$ cat config.mk
export PLATFORM = sky130hd
export DESIGN_NAME = transaction_table_with_id_allocator
export DESIGN_NICKNAME = d
export VERILOG_FILES = /design/src/ttia_pkg.sv /design/src/transaction_table_with_id_allocator.sv /design/src/ttia_ram.sv /design/src/ttia_front.sv /design/src/ttia_fifo.sv /design/src/ttia_back.sv
export SDC_FILE = /design/constraint.sdc
export NUM_CORES = 1
export LEC_CHECK = 0
export CAP_MARGIN = 20
export CORE_MARGIN = 5
export CORE_UTILIZATION = 45
export DETAILED_ROUTE_END_ITERATION = 8
export DONT_BUFFER_PORTS = 1
export PLACE_DENSITY = 0.57
export SYNTH_ARGS = -nofsm -noshare
export SYNTH_HDL_FRONTEND = slang
export SYNTH_SLANG_ARGS = --single-unit
$ cat constraint.sdc
create_clock -name clk_i -period 22.1 [get_ports clk_i]
set_input_delay 4.42 -clock clk_i [delete_from_list [all_inputs] [get_ports clk_i]]
set_output_delay 4.42 -clock clk_i [all_outputs]
set_load 0.02 [all_outputs]
$ cat src/ttia_pkg.sv
// ----------------------------------------------------------------------------
// ttia_pkg
// Shared types, constants and helpers of the transaction table with id
// allocator.
// ----------------------------------------------------------------------------
`default_nettype none

package ttia_pkg;

  localparam int unsigned ENTRIES  = 16;
  localparam int unsigned SLOT_W   = (ENTRIES > 1) ? $clog2(ENTRIES) : 1;
  localparam int unsigned CNT_W    = $clog2(ENTRIES + 1);

  localparam int unsigned QDEPTH   = 2;
  localparam int unsigned QPTR_W   = (QDEPTH > 1) ? $clog2(QDEPTH) : 1;
  localparam int unsigned QCNT_W   = $clog2(QDEPTH + 1);

  localparam int unsigned CMD_W    = 3;
  localparam int unsigned PROTO_W  = 4;
  localparam int unsigned IDENT_W  = 8;
  localparam int unsigned CREF_W   = 32;
  localparam int unsigned SLOTIO_W = 4;
  localparam int unsigned STATUS_W = 2;
  localparam int unsigned MASK_W   = 16;
  localparam int unsigned MID_W    = 4;

  localparam logic [IDENT_W-1:0] ID_UNASSIGNED = 8'hff;
  localparam logic [MID_W-1:0]   ID_FLAG       = 4'h8;
  localparam int unsigned        ID_SPAN       = 7;
  localparam int unsigned        ID_TOP        = 6;

  typedef enum logic [CMD_W-1:0] {
    CMD_ADD      = 3'd0,
    CMD_REMOVE   = 3'd1,
    CMD_FIND_ID  = 3'd2,
    CMD_FIND_REF = 3'd3,
    CMD_ASSIGN   = 3'd4
  } cmd_e;

  typedef enum logic [2:0] {
    OP_ADD,
    OP_REMOVE,
    OP_FIND_ID,
    OP_FIND_REF,
    OP_ASSIGN,
    OP_NONE
  } op_e;

  typedef enum logic [STATUS_W-1:0] {
    ST_OK        = 2'd0,
    ST_NOT_FOUND = 2'd1,
    ST_FULL      = 2'd2,
    ST_NO_ID     = 2'd3
  } status_e;

  typedef enum logic [1:0] {
    S_IDLE,
    S_SCAN,
    S_PICK
  } state_e;

  typedef struct packed {
    op_e                 op;
    logic [PROTO_W-1:0]  proto;
    logic [IDENT_W-1:0]  ident;
    logic [CREF_W-1:0]   cref;
    logic [SLOT_W-1:0]   slot;
    logic                flag;
  } req_t;

  typedef struct packed {
    logic [PROTO_W-1:0]  proto;
    logic [IDENT_W-1:0]  ident;
    logic [CREF_W-1:0]   cref;
  } entry_t;

  typedef struct packed {
    status_e              status;
    logic [SLOTIO_W-1:0]  slot;
    logic [PROTO_W-1:0]   proto;
    logic [IDENT_W-1:0]   ident;
    logic [CREF_W-1:0]    cref;
  } rsp_t;

  function automatic logic [SLOTIO_W-1:0] slot_to_out(input logic [SLOT_W-1:0] idx);
    logic [SLOT_W+SLOTIO_W-1:0] w;
    w = {{SLOTIO_W{1'b0}}, idx};
    return w[SLOTIO_W-1:0];
  endfunction

  function automatic logic [SLOT_W-1:0] out_to_slot(input logic [SLOTIO_W-1:0] s);
    logic [SLOT_W+SLOTIO_W-1:0] w;
    w = {{SLOT_W{1'b0}}, s};
    return w[SLOT_W-1:0];
  endfunction

endpackage

`default_nettype wire

$ cat src/transaction_table_with_id_allocator.sv
// ----------------------------------------------------------------------------
// transaction_table_with_id_allocator
// Table of transactions (protocol, id, call reference) with add, remove,
// find by id, find by call reference and free-id assignment.
//
//   channel   direction  handshake                  payload
//   request   in         in_valid_i / in_ready_o    cmd, protocol, trans_ident,
//                                                   call_ref, slot_in, flag_bit
//   result    out        out_valid_o / out_ready_i  status, slot_out,
//                                                   out_protocol, out_ident,
//                                                   out_call_ref
//
// Remove and unknown commands: result registered in the cycle after leaving the queue.
// Add and finds: scan the entries, one entry RAM read per cycle, up to the first hit.
// Assign: the scan builds the used-id mask, then the pick state chooses a free id.
// Reset clears the valid bits, not the entry storage; entries are written before use.
// A two-deep request queue lets input keep flowing while the result waits.
// ----------------------------------------------------------------------------
`default_nettype none

module transaction_table_with_id_allocator (
  input  wire logic                          clk_i,
  input  wire logic                          rst_ni,
  input  wire logic                          in_valid_i,
  output logic                               in_ready_o,
  input  wire logic [ttia_pkg::CMD_W-1:0]    cmd_i,
  input  wire logic [ttia_pkg::PROTO_W-1:0]  protocol_i,
  input  wire logic [ttia_pkg::IDENT_W-1:0]  trans_ident_i,
  input  wire logic [ttia_pkg::CREF_W-1:0]   call_ref_i,
  input  wire logic [ttia_pkg::SLOTIO_W-1:0] slot_in_i,
  input  wire logic                          flag_bit_i,
  output logic                               out_valid_o,
  input  wire logic                          out_ready_i,
  output logic [ttia_pkg::STATUS_W-1:0]      status_o,
  output logic [ttia_pkg::SLOTIO_W-1:0]      slot_out_o,
  output logic [ttia_pkg::PROTO_W-1:0]       out_protocol_o,
  output logic [ttia_pkg::IDENT_W-1:0]       out_ident_o,
  output logic [ttia_pkg::CREF_W-1:0]        out_call_ref_o
);

  logic            push;
  logic            push_ready;
  ttia_pkg::req_t  push_item;
  logic            q_valid;
  logic            q_pop;
  ttia_pkg::req_t  q_item;
  ttia_pkg::rsp_t  rsp;

  ttia_front u_front (
    .cmd_i         (cmd_i),
    .protocol_i    (protocol_i),
    .trans_ident_i (trans_ident_i),
    .call_ref_i    (call_ref_i),
    .slot_in_i     (slot_in_i),
    .flag_bit_i    (flag_bit_i),
    .in_valid_i    (in_valid_i),
    .in_ready_o    (in_ready_o),
    .push_o        (push),
    .push_item_o   (push_item),
    .push_ready_i  (push_ready)
  );

  ttia_fifo u_fifo (
    .clk_i   (clk_i),
    .rst_ni  (rst_ni),
    .push_i  (push),
    .item_i  (push_item),
    .ready_o (push_ready),
    .pop_i   (q_pop),
    .item_o  (q_item),
    .valid_o (q_valid)
  );

  ttia_back u_back (
    .clk_i       (clk_i),
    .rst_ni      (rst_ni),
    .req_valid_i (q_valid),
    .req_i       (q_item),
    .pop_o       (q_pop),
    .rsp_o       (rsp),
    .out_valid_o (out_valid_o),
    .out_ready_i (out_ready_i)
  );

  assign status_o       = rsp.status;
  assign slot_out_o     = rsp.slot;
  assign out_protocol_o = rsp.proto;
  assign out_ident_o    = rsp.ident;
  assign out_call_ref_o = rsp.cref;

endmodule

`default_nettype wire

$ cat src/ttia_ram.sv
// ----------------------------------------------------------------------------
// ttia_ram
// Generic single write port, single read port RAM with registered read data.
// ----------------------------------------------------------------------------
`default_nettype none

module ttia_ram #(
  parameter int unsigned WIDTH = 8,
  parameter int unsigned DEPTH = 16,
  localparam int unsigned AW   = (DEPTH > 1) ? $clog2(DEPTH) : 1
) (
  input  wire logic             clk_i,
  input  wire logic             we_i,
  input  wire logic [AW-1:0]    waddr_i,
  input  wire logic [WIDTH-1:0] wdata_i,
  input  wire logic [AW-1:0]    raddr_i,
  output logic      [WIDTH-1:0] rdata_o
);

  logic [WIDTH-1:0] mem_q [DEPTH];
  logic [WIDTH-1:0] rdata_q;

  always_ff @(posedge clk_i) begin
    if (we_i) begin
      mem_q[waddr_i] <= wdata_i;
    end
    rdata_q <= mem_q[raddr_i];
  end

  assign rdata_o = rdata_q;

endmodule

`default_nettype wire

$ cat src/ttia_front.sv
// ----------------------------------------------------------------------------
// ttia_front
// Request decode: maps the command code to an operation and screens out
// unknown commands and out-of-range slot removals.
// ----------------------------------------------------------------------------
`default_nettype none

module ttia_front (
  input  wire logic [ttia_pkg::CMD_W-1:0]    cmd_i,
  input  wire logic [ttia_pkg::PROTO_W-1:0]  protocol_i,
  input  wire logic [ttia_pkg::IDENT_W-1:0]  trans_ident_i,
  input  wire logic [ttia_pkg::CREF_W-1:0]   call_ref_i,
  input  wire logic [ttia_pkg::SLOTIO_W-1:0] slot_in_i,
  input  wire logic                          flag_bit_i,
  input  wire logic                          in_valid_i,
  output logic                               in_ready_o,
  output logic                               push_o,
  output ttia_pkg::req_t                     push_item_o,
  input  wire logic                          push_ready_i
);

  logic slot_in_range;

  assign slot_in_range = 32'(slot_in_i) < 32'(ttia_pkg::ENTRIES);
  assign in_ready_o    = push_ready_i;
  assign push_o        = in_valid_i;

  always_comb begin
    push_item_o.proto = protocol_i;
    push_item_o.ident = trans_ident_i;
    push_item_o.cref  = call_ref_i;
    push_item_o.slot  = ttia_pkg::out_to_slot(slot_in_i);
    push_item_o.flag  = flag_bit_i;
    case (cmd_i)
      ttia_pkg::CMD_ADD:      push_item_o.op = ttia_pkg::OP_ADD;
      ttia_pkg::CMD_REMOVE:   push_item_o.op = slot_in_range ? ttia_pkg::OP_REMOVE
                                                             : ttia_pkg::OP_NONE;
      ttia_pkg::CMD_FIND_ID:  push_item_o.op = ttia_pkg::OP_FIND_ID;
      ttia_pkg::CMD_FIND_REF: push_item_o.op = ttia_pkg::OP_FIND_REF;
      ttia_pkg::CMD_ASSIGN:   push_item_o.op = ttia_pkg::OP_ASSIGN;
      default:                push_item_o.op = ttia_pkg::OP_NONE;
    endcase
  end

endmodule

`default_nettype wire

$ cat src/ttia_fifo.sv
// ----------------------------------------------------------------------------
// ttia_fifo
// Short request queue between decode and the table engine.
// ----------------------------------------------------------------------------
`default_nettype none

module ttia_fifo (
  input  wire logic           clk_i,
  input  wire logic           rst_ni,
  input  wire logic           push_i,
  input  ttia_pkg::req_t      item_i,
  output logic                ready_o,
  input  wire logic           pop_i,
  output ttia_pkg::req_t      item_o,
  output logic                valid_o
);

  localparam logic [ttia_pkg::QPTR_W-1:0] PTR_LAST = ttia_pkg::QPTR_W'(ttia_pkg::QDEPTH - 1);

  ttia_pkg::req_t                mem_q [ttia_pkg::QDEPTH];
  logic [ttia_pkg::QPTR_W-1:0]   wr_ptr_q, wr_ptr_d;
  logic [ttia_pkg::QPTR_W-1:0]   rd_ptr_q, rd_ptr_d;
  logic [ttia_pkg::QCNT_W-1:0]   cnt_q, cnt_d;
  logic                          do_push, do_pop;

  assign ready_o = cnt_q != ttia_pkg::QCNT_W'(ttia_pkg::QDEPTH);
  assign valid_o = cnt_q != '0;
  assign item_o  = mem_q[rd_ptr_q];
  assign do_push = push_i && ready_o;
  assign do_pop  = pop_i && valid_o;

  always_comb begin
    wr_ptr_d = wr_ptr_q;
    rd_ptr_d = rd_ptr_q;
    cnt_d    = cnt_q;
    if (do_push) begin
      wr_ptr_d = (wr_ptr_q == PTR_LAST) ? '0 : wr_ptr_q + 1'b1;
    end
    if (do_pop) begin
      rd_ptr_d = (rd_ptr_q == PTR_LAST) ? '0 : rd_ptr_q + 1'b1;
    end
    if (do_push && !do_pop) begin
      cnt_d = cnt_q + 1'b1;
    end else if (do_pop && !do_push) begin
      cnt_d = cnt_q - 1'b1;
    end
  end

  always_ff @(posedge clk_i or negedge rst_ni) begin
    if (!rst_ni) begin
      wr_ptr_q <= '0;
      rd_ptr_q <= '0;
      cnt_q    <= '0;
    end else begin
      wr_ptr_q <= wr_ptr_d;
      rd_ptr_q <= rd_ptr_d;
      cnt_q    <= cnt_d;
    end
  end

  always_ff @(posedge clk_i) begin
    if (do_push) begin
      mem_q[wr_ptr_q] <= item_i;
    end
  end

endmodule

`default_nettype wire

$ cat src/ttia_back.sv
// ----------------------------------------------------------------------------
// ttia_back
// Table engine: valid bits, entry RAM, slot scan for add/find/assign, id
// pick for assign, and the result register.
// ----------------------------------------------------------------------------
`default_nettype none

module ttia_back (
  input  wire logic       clk_i,
  input  wire logic       rst_ni,
  input  wire logic       req_valid_i,
  input  ttia_pkg::req_t  req_i,
  output logic            pop_o,
  output ttia_pkg::rsp_t  rsp_o,
  output logic            out_valid_o,
  input  wire logic       out_ready_i
);

  localparam int unsigned SW = ttia_pkg::SLOT_W;

  ttia_pkg::state_e               state_q, state_d;
  ttia_pkg::req_t                 cur_q, cur_d;
  ttia_pkg::rsp_t                 rsp_q, rsp_d;
  logic [ttia_pkg::CNT_W-1:0]     cnt_q, cnt_d;
  logic                           cmp_vld_q, cmp_vld_d;
  logic [SW-1:0]                  cmp_idx_q, cmp_idx_d;
  logic [ttia_pkg::MASK_W-1:0]    used_q, used_d;
  logic [ttia_pkg::ENTRIES-1:0]   valid_q, valid_d;
  logic                           out_vld_q, out_vld_d;

  logic                           out_free;
  logic                           scan_rd;
  logic                           cmp_last;
  logic                           cmp_valid_e;
  logic                           scan_hit;
  logic                           used_hit;
  logic                           ram_we;
  logic [SW-1:0]                  ram_waddr;
  ttia_pkg::entry_t               ram_wdata;
  ttia_pkg::entry_t               entry;
  logic [$bits(ttia_pkg::entry_t)-1:0] ram_rdata;

  logic [ttia_pkg::MID_W-1:0]     fl;
  logic [2:0]                     h;
  logic [ttia_pkg::MID_W-1:0]     t;
  logic [ttia_pkg::MID_W-1:0]     j;
  logic                           pick_ok;
  logic [ttia_pkg::MID_W-1:0]     pick_id;

  ttia_ram #(
    .WIDTH ($bits(ttia_pkg::entry_t)),
    .DEPTH (ttia_pkg::ENTRIES)
  ) u_ram (
    .clk_i   (clk_i),
    .we_i    (ram_we),
    .waddr_i (ram_waddr),
    .wdata_i (ram_wdata),
    .raddr_i (cnt_q[SW-1:0]),
    .rdata_o (ram_rdata)
  );

  assign entry       = ttia_pkg::entry_t'(ram_rdata);
  assign out_free    = !out_vld_q || out_ready_i;
  assign pop_o       = (state_q == ttia_pkg::S_IDLE) && req_valid_i && out_free;
  assign scan_rd     = (state_q == ttia_pkg::S_SCAN) &&
                       (cnt_q < ttia_pkg::CNT_W'(ttia_pkg::ENTRIES));
  assign cmp_last    = cmp_idx_q == SW'(ttia_pkg::ENTRIES - 1);
  assign cmp_valid_e = valid_q[cmp_idx_q];
  assign ram_waddr   = cmp_idx_q;
  assign ram_wdata   = '{proto: cur_q.proto, ident: cur_q.ident, cref: cur_q.cref};

  assign used_hit = cmp_vld_q && cmp_valid_e && (entry.proto == cur_q.proto) &&
                    (entry.ident != ttia_pkg::ID_UNASSIGNED) &&
                    (entry.ident < ttia_pkg::IDENT_W'(ttia_pkg::MASK_W));

  always_comb begin
    scan_hit = 1'b0;
    if (cmp_vld_q) begin
      case (cur_q.op)
        ttia_pkg::OP_ADD:      scan_hit = !cmp_valid_e;
        ttia_pkg::OP_FIND_ID:  scan_hit = cmp_valid_e && (entry.proto == cur_q.proto) &&
                                          (entry.ident == cur_q.ident);
        ttia_pkg::OP_FIND_REF: scan_hit = cmp_valid_e && (entry.cref == cur_q.cref);
        default:               scan_hit = 1'b0;
      endcase
    end
  end

  // id pick: start at highest used id among 1..6, search circularly
  always_comb begin
    fl      = cur_q.flag ? ttia_pkg::ID_FLAG : '0;
    h       = '0;
    t       = '0;
    j       = '0;
    pick_ok = 1'b0;
    pick_id = '0;
    for (int hh = 1; hh <= int'(ttia_pkg::ID_TOP); hh++) begin
      if (used_q[ttia_pkg::MID_W'(hh) | fl]) begin
        h = 3'(hh);
      end
    end
    for (int i = int'(ttia_pkg::ID_SPAN) - 1; i >= 0; i--) begin
      t = ttia_pkg::MID_W'(h) + ttia_pkg::MID_W'(i);
      if (t >= ttia_pkg::MID_W'(ttia_pkg::ID_SPAN)) begin
        t = t - ttia_pkg::MID_W'(ttia_pkg::ID_SPAN);
      end
      j = t | fl;
      if (!used_q[j]) begin
        pick_ok = 1'b1;
        pick_id = j;
      end
    end
  end

  always_comb begin
    state_d = state_q;
    case (state_q)
      ttia_pkg::S_IDLE: begin
        if (pop_o && req_i.op inside {ttia_pkg::OP_ADD, ttia_pkg::OP_FIND_ID,
                                      ttia_pkg::OP_FIND_REF, ttia_pkg::OP_ASSIGN}) begin
          state_d = ttia_pkg::S_SCAN;
        end
      end
      ttia_pkg::S_SCAN: begin
        if (scan_hit) begin
          state_d = ttia_pkg::S_IDLE;
        end else if (cmp_vld_q && cmp_last) begin
          state_d = (cur_q.op == ttia_pkg::OP_ASSIGN) ? ttia_pkg::S_PICK : ttia_pkg::S_IDLE;
        end
      end
      ttia_pkg::S_PICK: state_d = ttia_pkg::S_IDLE;
      default:          state_d = ttia_pkg::S_IDLE;
    endcase
  end

  always_comb begin
    cur_d     = cur_q;
    rsp_d     = rsp_q;
    cnt_d     = cnt_q;
    cmp_vld_d = 1'b0;
    cmp_idx_d = cmp_idx_q;
    used_d    = used_q;
    valid_d   = valid_q;
    out_vld_d = out_vld_q && !out_ready_i;
    ram_we    = 1'b0;
    case (state_q)
      ttia_pkg::S_IDLE: begin
        if (pop_o) begin
          cur_d  = req_i;
          cnt_d  = '0;
          used_d = '0;
          if (req_i.op == ttia_pkg::OP_REMOVE) begin
            out_vld_d = 1'b1;
            if (valid_q[req_i.slot]) begin
              valid_d[req_i.slot] = 1'b0;
              rsp_d = '{status: ttia_pkg::ST_OK, slot: ttia_pkg::slot_to_out(req_i.slot),
                        proto: '0, ident: '0, cref: '0};
            end else begin
              rsp_d = '{status: ttia_pkg::ST_NOT_FOUND, slot: '0,
                        proto: '0, ident: '0, cref: '0};
            end
          end else if (req_i.op == ttia_pkg::OP_NONE) begin
            out_vld_d = 1'b1;
            rsp_d = '{status: ttia_pkg::ST_NOT_FOUND, slot: '0,
                      proto: '0, ident: '0, cref: '0};
          end
        end
      end
      ttia_pkg::S_SCAN: begin
        cmp_vld_d = scan_rd;
        cmp_idx_d = cnt_q[SW-1:0];
        if (scan_rd) begin
          cnt_d = cnt_q + 1'b1;
        end
        if (used_hit && cur_q.op == ttia_pkg::OP_ASSIGN) begin
          used_d = used_q | (ttia_pkg::MASK_W'(1) << entry.ident[ttia_pkg::MID_W-1:0]);
        end
        if (scan_hit) begin
          cmp_vld_d = 1'b0;
          out_vld_d = 1'b1;
          if (cur_q.op == ttia_pkg::OP_ADD) begin
            ram_we             = 1'b1;
            valid_d[cmp_idx_q] = 1'b1;
            rsp_d = '{status: ttia_pkg::ST_OK, slot: ttia_pkg::slot_to_out(cmp_idx_q),
                      proto: cur_q.proto, ident: cur_q.ident, cref: cur_q.cref};
          end else begin
            rsp_d = '{status: ttia_pkg::ST_OK, slot: ttia_pkg::slot_to_out(cmp_idx_q),
                      proto: entry.proto, ident: entry.ident, cref: entry.cref};
          end
        end else if (cmp_vld_q && cmp_last && cur_q.op != ttia_pkg::OP_ASSIGN) begin
          out_vld_d = 1'b1;
          rsp_d = '{status: (cur_q.op == ttia_pkg::OP_ADD) ? ttia_pkg::ST_FULL
                                                          : ttia_pkg::ST_NOT_FOUND,
                    slot: '0, proto: '0, ident: '0, cref: '0};
        end
      end
      ttia_pkg::S_PICK: begin
        out_vld_d = 1'b1;
        rsp_d = '{status: pick_ok ? ttia_pkg::ST_OK : ttia_pkg::ST_NO_ID, slot: '0,
                  proto: '0, ident: pick_ok ? {4'b0, pick_id} : '0, cref: '0};
      end
      default: begin
        cmp_vld_d = 1'b0;
      end
    endcase
  end

  always_ff @(posedge clk_i or negedge rst_ni) begin
    if (!rst_ni) begin
      state_q   <= ttia_pkg::S_IDLE;
      cmp_vld_q <= 1'b0;
      valid_q   <= '0;
      out_vld_q <= 1'b0;
      cnt_q     <= '0;
    end else begin
      state_q   <= state_d;
      cmp_vld_q <= cmp_vld_d;
      valid_q   <= valid_d;
      out_vld_q <= out_vld_d;
      cnt_q     <= cnt_d;
    end
  end

  always_ff @(posedge clk_i) begin
    cur_q     <= cur_d;
    rsp_q     <= rsp_d;
    cmp_idx_q <= cmp_idx_d;
    used_q    <= used_d;
  end

  assign rsp_o       = rsp_q;
  assign out_valid_o = out_vld_q;

  a_out_empty_busy : assert property (@(posedge clk_i) disable iff (!rst_ni)
    state_q != ttia_pkg::S_IDLE |-> !out_vld_q)
    else $error("result register busy during scan");

  a_add_free_slot : assert property (@(posedge clk_i) disable iff (!rst_ni)
    ram_we |-> !valid_q[ram_waddr])
    else $error("add overwrote a live entry");

  a_pick_result : assert property (@(posedge clk_i) disable iff (!rst_ni)
    state_q == ttia_pkg::S_PICK |=> out_vld_q && state_q == ttia_pkg::S_IDLE)
    else $error("id pick gave no result");

  a_valid_one_bit : assert property (@(posedge clk_i) disable iff (!rst_ni)
    1'b1 |=> $countones(valid_q ^ $past(valid_q)) <= 1)
    else $error("more than one slot changed at once");

endmodule

`default_nettype wire
# ---- After elaboration in Yosys (flattened, before gate mapping)
# Memory sizes are Yosys's and may differ from the RTL's. A register that Yosys moved wholly into a read port is not among the register bits.
# Index checks and enable logic that the tools add are counted.
dict set report classes {
  add_sub_neg 18
  multipliers 0
  n_div 0
  magnitude_cmp 26
  eq_ne 32
  n_shift 1
  mux 112
  bitwise_logic 11
  reduce_logical 42
}
# op count
set op_table {}
lappend op_table {{50-bit two-way mux} 5}
lappend op_table {{50-bit one-hot mux with 3 select lines} 1}
lappend op_table {{16-bit two-way mux} 7}
lappend op_table {{4-bit by 5-bit < comparator with 1-bit output (second input constant)} 15}
lappend op_table {{4-bit two-way mux} 16}
lappend op_table {{16-bit one-hot mux with 2 select lines} 2}
lappend op_table {{49-bit two-way mux} 1}
lappend op_table {{44-bit two-way mux} 1}
lappend op_table {{1-bit two-way mux} 42}
lappend op_table {{1-bit binary-select mux with 4-bit select} 9}
lappend op_table {{32-bit == test} 1}
lappend op_table {{16-bit bitwise OR} 2}
lappend op_table {{4-bit bitwise OR} 7}
lappend op_table {{4-bit by 3-bit greater-or-equal comparator with 1-bit output (second input constant)} 6}
lappend op_table {{4-bit by 3-bit subtractor with 4-bit output (second input constant)} 6}
lappend op_table {{1-bit logical AND} 21}
lappend op_table {{2-bit two-way mux} 10}
lappend op_table {{3-bit by 2-bit == test with 1-bit output (second input constant)} 6}
lappend op_table {{16-bit AND} 1}
lappend op_table {{16-bit NOT} 1}
lappend op_table {{1-bit by 4-bit left shift with 16-bit output (first input constant)} 1}
lappend op_table {{3-bit one-hot mux with 5 select lines} 1}
lappend op_table {{3-bit by 3-bit adder with 4-bit output (second input constant)} 3}
lappend op_table {{3-bit == test (second input constant)} 4}
lappend op_table {{other kinds (41)} 73}
dict set report word_totals {
  ff_bits 147
  latchBits 0
  mem_bits_rw 808
  romBits 0
  in_bits 56
  memories 2
}
# memory depth width read_ports rd_clocked_by_memory_dff write_ports line
set memory_table {}
lappend memory_table {u_back.u_ram.mem_q 16 44 1 1 1 ttia_ram.sv:20} ;# logic [WIDTH-1:0] mem_q [DEPTH];
lappend memory_table {u_fifo.mem_q 2 52 1 0 1 ttia_fifo.sv:20} ;# ttia_pkg::req_t mem_q [ttia_pkg::QDEPTH];

# ---- Logic depth before layout (Yosys ltp)
# Gate-level depths: netlist (run 1).
dict set report logic_depth {
  depth_word 24
  ltp_mapped 20
  mapped_depth_nobuf 16
}

# ---- Modules after synthesis
# From an unflattened synthesis (run 1), not the netlist that was laid out.
dict set report hier_totals {
  hier_cells 2426
  area_unflattened_um2 41838.9
}
# module instances cells_per_inst area_per_inst_um2
set modules_own_cells {}
lappend modules_own_cells {ttia_ram 1 1142 27266.2}
lappend modules_own_cells {ttia_back 1 1050 9974.6}
lappend modules_own_cells {ttia_fifo 1 180 4197.8}
lappend modules_own_cells {ttia_front 1 54 400.4}

# ---- Worst setup path before layout (run 1)
# OpenSTA, ideal clock, no wires.
dict set report synth_path {
  path_kind {reg-to-reg}
  start {register u_back.cmp_idx_q[0]}
  end {memory u_back.u_ram.mem_q[0][0] (netlist name) (enable)}
  arrival_ns 7.243
  required_ns 21.529
  path_slack_ns 14.287
  path_stages_with_launch 8
  period_less_slack_ns 7.813
  cell_sequence {edfxtp_1 > buf_2 > mux4_2 > mux4_2 > a2111oi_0 > and2_0 > nand2_1 > nor4b_1}
}
dict set report synth_between {
  elab_chain_cells 10
  elab_cells_between_ends 12
  cone_classes {mux: 8; reduce/logical: 4}
}
# element line
set synth_lines {}
lappend synth_lines {{start, declared} ttia_back.sv:26} ;# logic [SW-1:0] cmp_idx_q, cmp_idx_d;
lappend synth_lines {{start signal, assigned} ttia_back.sv:227} ;# cmp_idx_q <= cmp_idx_d;
lappend synth_lines {{1-bit binary-select mux with 4-bit select} ttia_back.sv:68} ;# assign cmp_valid_e = valid_q[cmp_idx_q];
lappend synth_lines {{1-bit two-way mux (implied by the code)} ttia_back.sv:68}
lappend synth_lines {{1-bit logical AND (2 in series)} ttia_back.sv:81} ;# ttia_pkg::OP_FIND_ID: scan_hit = cmp_valid_e && (entry.proto == cur_q.proto) &&
lappend synth_lines {{1-bit one-hot mux with 3 select lines} ttia_back.sv:79} ;# case (cur_q.op)
lappend synth_lines {{1-bit two-way mux} ttia_back.sv:78} ;# if (cmp_vld_q) begin
lappend synth_lines {{1-bit two-way mux} ttia_back.sv:178} ;# if (scan_hit) begin
lappend synth_lines {{1-bit two-way mux} ttia_back.sv:146} ;# case (state_q)
lappend synth_lines {{1-bit two-way mux} ttia_ram.sv:24} ;# if (we_i) begin
lappend synth_lines {{1-bit two-way mux (implied by the code)} ttia_ram.sv:25} ;# mem_q[waddr_i] <= wdata_i;
lappend synth_lines {{end, declared} ttia_ram.sv:20}
# Parallel ways exist; a longest one is shown, timed or not. The select of a mux whose other input is x is not followed.

==> results.ini, run 1 <==
[synthesis]
yosys.area_share.simple_pct=4.18
synth_async_sr_flop_share_pct=2.90
synth-adder-area-share_pct=0.553
synth_nets=2271
synth-seq-area-share_pct=72.2
synthXorXnorAreaFrac_pct=1.18
yosysTopAreaCell=edfxtp_1
synth-edff-count=926
yosys_warnings=0
synth_top_family_by_area=multiplexers
synth-compound-area-share_pct=4.47
synth_seq_cells=999
synth_ff_type=edfxtp_1
netlist_instances=2197
synthTopCellsByArea=edfxtp_1 68%, mux4_2 13%, dfxtp_1 2.2%
synth_top_area_share_pct=68.2
avgSynthCellArea_sq_um=18.6
synth_mux_area_share_pct=15.9
netlist-cell-type-count=87
netlist_area_sq_um=40800

[layout]
area_growth_pct=11.9
final_common_cell=edfxtp_1
final_area_sq_um=45600
fillers=7388
final_cell_mix=926 x edfxtp_1, 233 x mux4_2, 148 x nand2_1, 104 x clkbuf_16, 90 x a21oi_1
finish.utilization_pct=50.7
drive_above_1_share_pct=22.6
fin_nets=2294

[floorplan]
core_sq_um=90000
die_w_um=311
num_rows=110
fp.dieH_um=311
io_pins=108
start_util_pct=45.3
die_area_sq_um=96700

[critical_path]
max_stage_delay_ns=0.88
crit_required_ns=22.46
critPathKind=register to register
arrival_ns=6.69
cpLargestDelayFamily=simple AND/OR/NAND/NOR gates
cp_max_fo=25
path_buf_inv=2
crit_path_end_kind=register
worstPathCellList=or3b_1 -> a221o_1 -> nand2_1 -> clkinv_1 -> ha_1 -> a21boi_0 -> buf_4 -> mux2i_1 -> a22oi_1 -> and4_1 -> o211ai_1 -> nand3_1 -> nor3_2 -> nand4_4 -> and3_1 -> a32o_1
startpoint_type=register
critPathSlowestCell=edfxtp_1

[drt]
highest_layer=met5
drtIter0Drc=2032
postRouteWirelength_um=101000
dr.pass1.iters=5
num_vias=20800
route.met2.wl_um=49900
wl_met3_um=5700
avgRoutedWirePerCell_um=29.0
wl_met1_um=43600
drc=0
final_antenna_net_count=0
via_per_inst=5.97

[sta]
setup-tns-final_ns=0
timing.fmax_mhz=158
rsz0062_at_grt=no
skew_ns=0.0752
setup_violations=0
slew_headroom_pct=25.0
min_period_over_period_pct=28.6
maxSlewViolCount=0
hold_violations=0
layout_min_cycle_time_ns=6.33
tightest_slew_ns=1.10

[global_route]
grt_pass1_wl_um=149000
grt_pass1_vias=21800
antenna_found_initial=5
track_usage_pct=20.8
overflow=0
grt_max_degree=92

[clocking]
h-tree-depth=3
cts_tree=built
cts_sinks=999
numCtsBuffers=102
postCtsHoldBufs=0
cts_max_path_buffers=3
clk_latency_ns=0.68
clkTransAtPathRegs_ns=0.06
ctsResizeCount=0
post_cts.repair.setup_buffers=0
clock-root-buffer=clkbuf_16

[placement]
port-buffer-count=0
dpl_cell_area_sq_um=42200
globalplace.congestion=0.891
dpl.hpwl_um=55600

[power_and_ir_drop]
peakVddDrop_mv=0.101
leakage_nw=14.6
power.density_nw_per_um2=155

[job]
cap_violations=0

[run_status]
status=finished, final reports clean

[min_path]
hold_path.class=register to register

==> final cells by class <==
| cell class | instances | area [sq um] | area share, % |
|---|---|---|---|
| sequential | 999 | 29400 | 64.5 |
| multi-input combinational | 1040 | 10800 | 23.7 |
| clock buffer | 145 | 2870 | 6.28 |
| tap | 1176 | 1470 | 3.22 |
| clock inverter | 45 | 541 | 1.18 |
| timing repair buffer | 45 | 370 | 0.812 |
| inverter | 32 | 125 | 0.274 |
| antenna | 2 | 5.00 | 0.0110 |
==> metrics by stage <==
stage | total power [mW] | setup slack [ns] | hold slack (ns) | cells
floorplan | 4.56 | 14.29 | 0.427 | 2197
global placement | 5.30 | 15.46 | 0.464 | 3291
detailed placement | 5.33 | 15.39 | 0.475 | 3291
CTS | 7.08 | 15.76 | 0.480 | 3481
global route | 7.40 | 15.47 | 0.496 | 3482
finish | 7.05 | 15.77 | 0.493 | 3484
==> routing by layer <==
| layer | up-vias | GRT usage [%] |
|---|---|---|
| li1 | 8965 | - |
| met5 | - | 0 |
| met4 | 2 | 5.14 |
| met1 | 11100 | 29.5 |
| met3 | 104 | 3.18 |
| met2 | 634 | 34.3 |
==> registers in the layout, summed over array words and instances, names as in the netlist <==
register / count
u_back.state_q: 2
u_back.u_ram.rdata_o: 44
u_back.u_ram.mem_q: 704
u_back.used_q: 16
u_back.cmp_vld_q: 1
u_back.cmp_idx_q: 4
u_back.valid_q: 16
u_back.rsp_o: 50
u_back.cur_q: 48
u_fifo.cnt_q: 2
u_back.cnt_q: 5
u_fifo.rd_ptr_q: 1
u_fifo.mem_q: 104
u_fifo.wr_ptr_q: 1
u_back.out_valid_o: 1
==> synth_stat cells (6+ instances only) <==
| cell | instances |
|---|---|
| mux4_2 | 233 |
| a21oi_1 | 90 |
| inv_1 | 30 |
| buf_1 | 24 |
| o22ai_1 | 13 |
| o211ai_1 | 10 |
| o221ai_1 | 7 |
| a22oi_1 | 6 |
| or3_1 | 11 |
| nand3_1 | 16 |
| a211oi_1 | 6 |
| nand4_1 | 9 |
| ha_1 | 18 |
| clkbuf_1 | 89 |
| xor2_1 | 41 |
| mux2i_1 | 58 |
| nor2_1 | 46 |
| nand2_1 | 149 |
| o21ai_1 | 8 |
| nand2b_1 | 24 |
| nor3_1 | 35 |
| and2_1 | 10 |
| dfxtp_1 | 44 |
| dfrtp_1 | 29 |
| mux2_2 | 55 |
| xnor2_1 | 12 |
| nor2b_1 | 9 |
| o21ai_0 | 24 |
| a21o_1 | 6 |
| edfxtp_1 | 926 |
| o21a_1 | 20 |
| buf_2 | 7 |
| nor4_1 | 18 |
| a32oi_1 | 7 |
==> final timing paths <==
kind                                                  to                   startpoint  slack [ns]  depth (start not counted)
max in group asynchronous    u_back.cnt_q[0]$_DFFE_PN0P_                       rst_ni       18.49                          0
min in group asynchronous  u_back.valid_q[4]$_DFFE_PN0P_                       rst_ni        3.48                          0
hold / removal               u_fifo.cnt_q[1]$_DFFE_PN0P_  u_fifo.cnt_q[1]$_DFFE_PN0P_        0.49                          1
setup / recovery              u_back.rsp_o[33]$_DFFE_PP_    u_back.cur_q[0]$_DFFE_PP_       15.77                         16
setup reg to reg              u_back.rsp_o[33]$_DFFE_PP_    u_back.cur_q[0]$_DFFE_PP_       15.77                         16
hold reg to reg              u_fifo.cnt_q[1]$_DFFE_PN0P_  u_fifo.cnt_q[1]$_DFFE_PN0P_        0.49                          1
==> kinds of logic (layout without fill, tap and decap cells) <==
logic type                 count (synthesis)  count (layout)
muxes                                    347             347
and+or+nand+nor                          351             351
buffers and inverters                    158             267
adders and majority gates                 18              18
AOI/OAI and AO/OA                        270             270
DFF                                      999             999
other                                      0               2
xor gates and xnor gates                  54              54
==> power by group <==
part / internal (mW) / switching, mW
Combinational: 0.955 / 1.35
Clock: 1.02 / 0.715
Sequential: 2.53 / 0.473
(Power assumes the default switching activity.)
==> inputs of run 2 (changes only) <==
==> constraint.sdc (replaced) <==
create_clock -name clk_i -period 6.4 [get_ports clk_i]
set_input_delay 1.28 -clock clk_i [delete_from_list [all_inputs] [get_ports clk_i]]
set_output_delay 1.28 -clock clk_i [all_outputs]
set_load 0.02 [all_outputs]
==> results.ini, run 2 (synthesis gave the netlist of run 1 again) <==
[run_status]
status=finished, final reports clean

[job]
cap_violations=0

[floorplan]
fp.dieH_um=311
die_w_um=311
io_pins=108
num_rows=110
start_util_pct=45.3
die_area_sq_um=96700
core_sq_um=90000

[critical_path]
max_stage_delay_ns=0.68
worstPathCellList=or3b_1 -> a221o_1 -> nand2_1 -> clkinv_1 -> ha_1 -> a21boi_0 -> buf_4 -> mux2i_1 -> a22oi_1 -> and4_1 -> o211ai_1 -> nand3_1 -> nor3_2 -> nand4_4 -> and3_1 -> a32o_1
arrival_ns=5.83
critPathKind=register to register
critPathSlowestCell=edfxtp_1
crit_required_ns=6.80
crit_path_end_kind=register
cp_max_fo=17
startpoint_type=register

[sta]
setup_violations=0
rsz0062_at_grt=no
hold_violations=0
slew_headroom_pct=30.2
timing.fmax_mhz=184
skew_ns=0.0404
tightest_slew_ns=1.05
min_period_over_period_pct=84.8
maxSlewViolCount=0
layout_min_cycle_time_ns=5.43
setup-tns-final_ns=0

[drt]
final_antenna_net_count=0
dr.pass1.iters=5
num_vias=21200
via_per_inst=6.05
drtIter0Drc=1951
avgRoutedWirePerCell_um=30.1
drc=0
postRouteWirelength_um=106000

[min_path]
hold_path.class=input pin to asynchronous set/reset pin

[layout]
multi_input_area_sq_um=10800
final_cell_mix=926 x edfxtp_1, 233 x mux4_2, 148 x nand2_1, 104 x clkbuf_16, 90 x a21oi_1
fillers=7331
final_common_cell=edfxtp_1
drive_above_1_share_pct=23.5
final_area_sq_um=46000
largest_reg_flops=704
area_growth_pct=12.8
largest_register=u_back.u_ram.mem_q
fin_nets=2320
ff_latch_area_sq_um=29400

[global_route]
overflow=0
grt_pass1_vias=21900
track_usage_pct=21.6
grt_max_degree=115
antenna_found_initial=4
grt_pass1_wl_um=154000

[placement]
port-buffer-count=0
dpl_cell_area_sq_um=42600
globalplace.congestion=0.899
dpl.hpwl_um=57400

[clocking]
cts_tree=built
cts_sinks=999
clk_latency_ns=0.68
clkTransAtPathRegs_ns=0.06
post_cts.repair.setup_buffers=0
numCtsBuffers=103
h-tree-depth=3
postCtsHoldBufs=0
ctsResizeCount=0
clock-root-buffer=clkbuf_16
cts_max_path_buffers=3

[power_and_ir_drop]
leakage_nw=14.7
power_mw=24.8
power.density_nw_per_um2=539
peakVddDrop_mv=0.328

## run 2: changes by cell type in the layout (fill, tap and decap cells not counted), sizes merged
cell / previous run / this run
clkbuf: 145 / 147
buf: 45 / 70
inv: 32 / 34
clkinv: 35 / 36
clkinvlp: 0 / 3
bufinv: 10 / 6
diode: 2 / 1
## run 2: worst paths after layout
path / depth (start not counted) / slack (ns) / startpoint / to
worst max-delay path: 16 / 0.97 / u_back.used_q[12]$_SDFFCE_PN0P_ / u_back.rsp_o[33]$_DFFE_PP_
worst min-delay path: 0 / 0.31 / rst_ni / u_back.valid_q[11]$_DFFE_PN0P_
worst max register to register: 16 / 0.97 / u_back.used_q[12]$_SDFFCE_PN0P_ / u_back.rsp_o[33]$_DFFE_PP_
worst min register to register: 1 / 0.49 / u_back.cnt_q[4]$_DFFE_PN0P_ / u_back.cmp_vld_q$_DFF_PN0_
max in group asynchronous: 0 / 5.98 / rst_ni / u_back.cnt_q[1]$_DFFE_PN0P_
min in group clk_i: 1 / 0.49 / u_back.cnt_q[4]$_DFFE_PN0P_ / u_back.cmp_vld_q$_DFF_PN0_
## run 2: per-layer routing
layer  GRT usage, %  vias up  part of all wire [%]
met1           30.6    11300                    42
met4           6.29        0                   2.7
met2           34.4      746                    48
met3           4.42      146                   7.1
met5              0        -                     0
li1               -     9018                     -
## run 2: cell type report
cell class	instances	area share (%)
clock buffers	147	6.19
clock inverters	47	1.04
repair buffers	70	1.70
multi-input cells	1040	23.6
well taps	1176	3.20
inverters	32	0.272
diodes	1	0.00544
flip-flops and latches	999	64.0
## run 2: critical path, delay by kind of cell, from the launching register on
family | cells | cell delay [ns]
AO/OA/AOI/OAI | 5 | 1.28
buffers and inverters | 2 | 0.53
multiplexers | 1 | 0.39
flip-flops | 1 | 0.68
adder cells (fa/ha/maj) | 1 | 0.39
AND/OR/NAND/NOR | 7 | 1.86
## run 2: report_power, final
part / switching [mW] / internal [mW] / total, mW
Clock: 2.47 / 3.35 / 5.83
Sequential: 1.49 / 8.74 / 10.2
Combinational: 5.18 / 3.51 / 8.70
## run 2: stage by stage
stage	instances	utilization, %	worst slack [ns]	hold WS, ns
final	3512	51.1	0.974	0.310
after floorplan	2197	-	-1.23	0.427
after global placement	3315	47.3	1.23	0.465
after detailed placement	3316	47.3	1.07	0.471
after global routing	3511	51.1	0.623	0.273
after CTS	3510	51.0	1.04	0.259
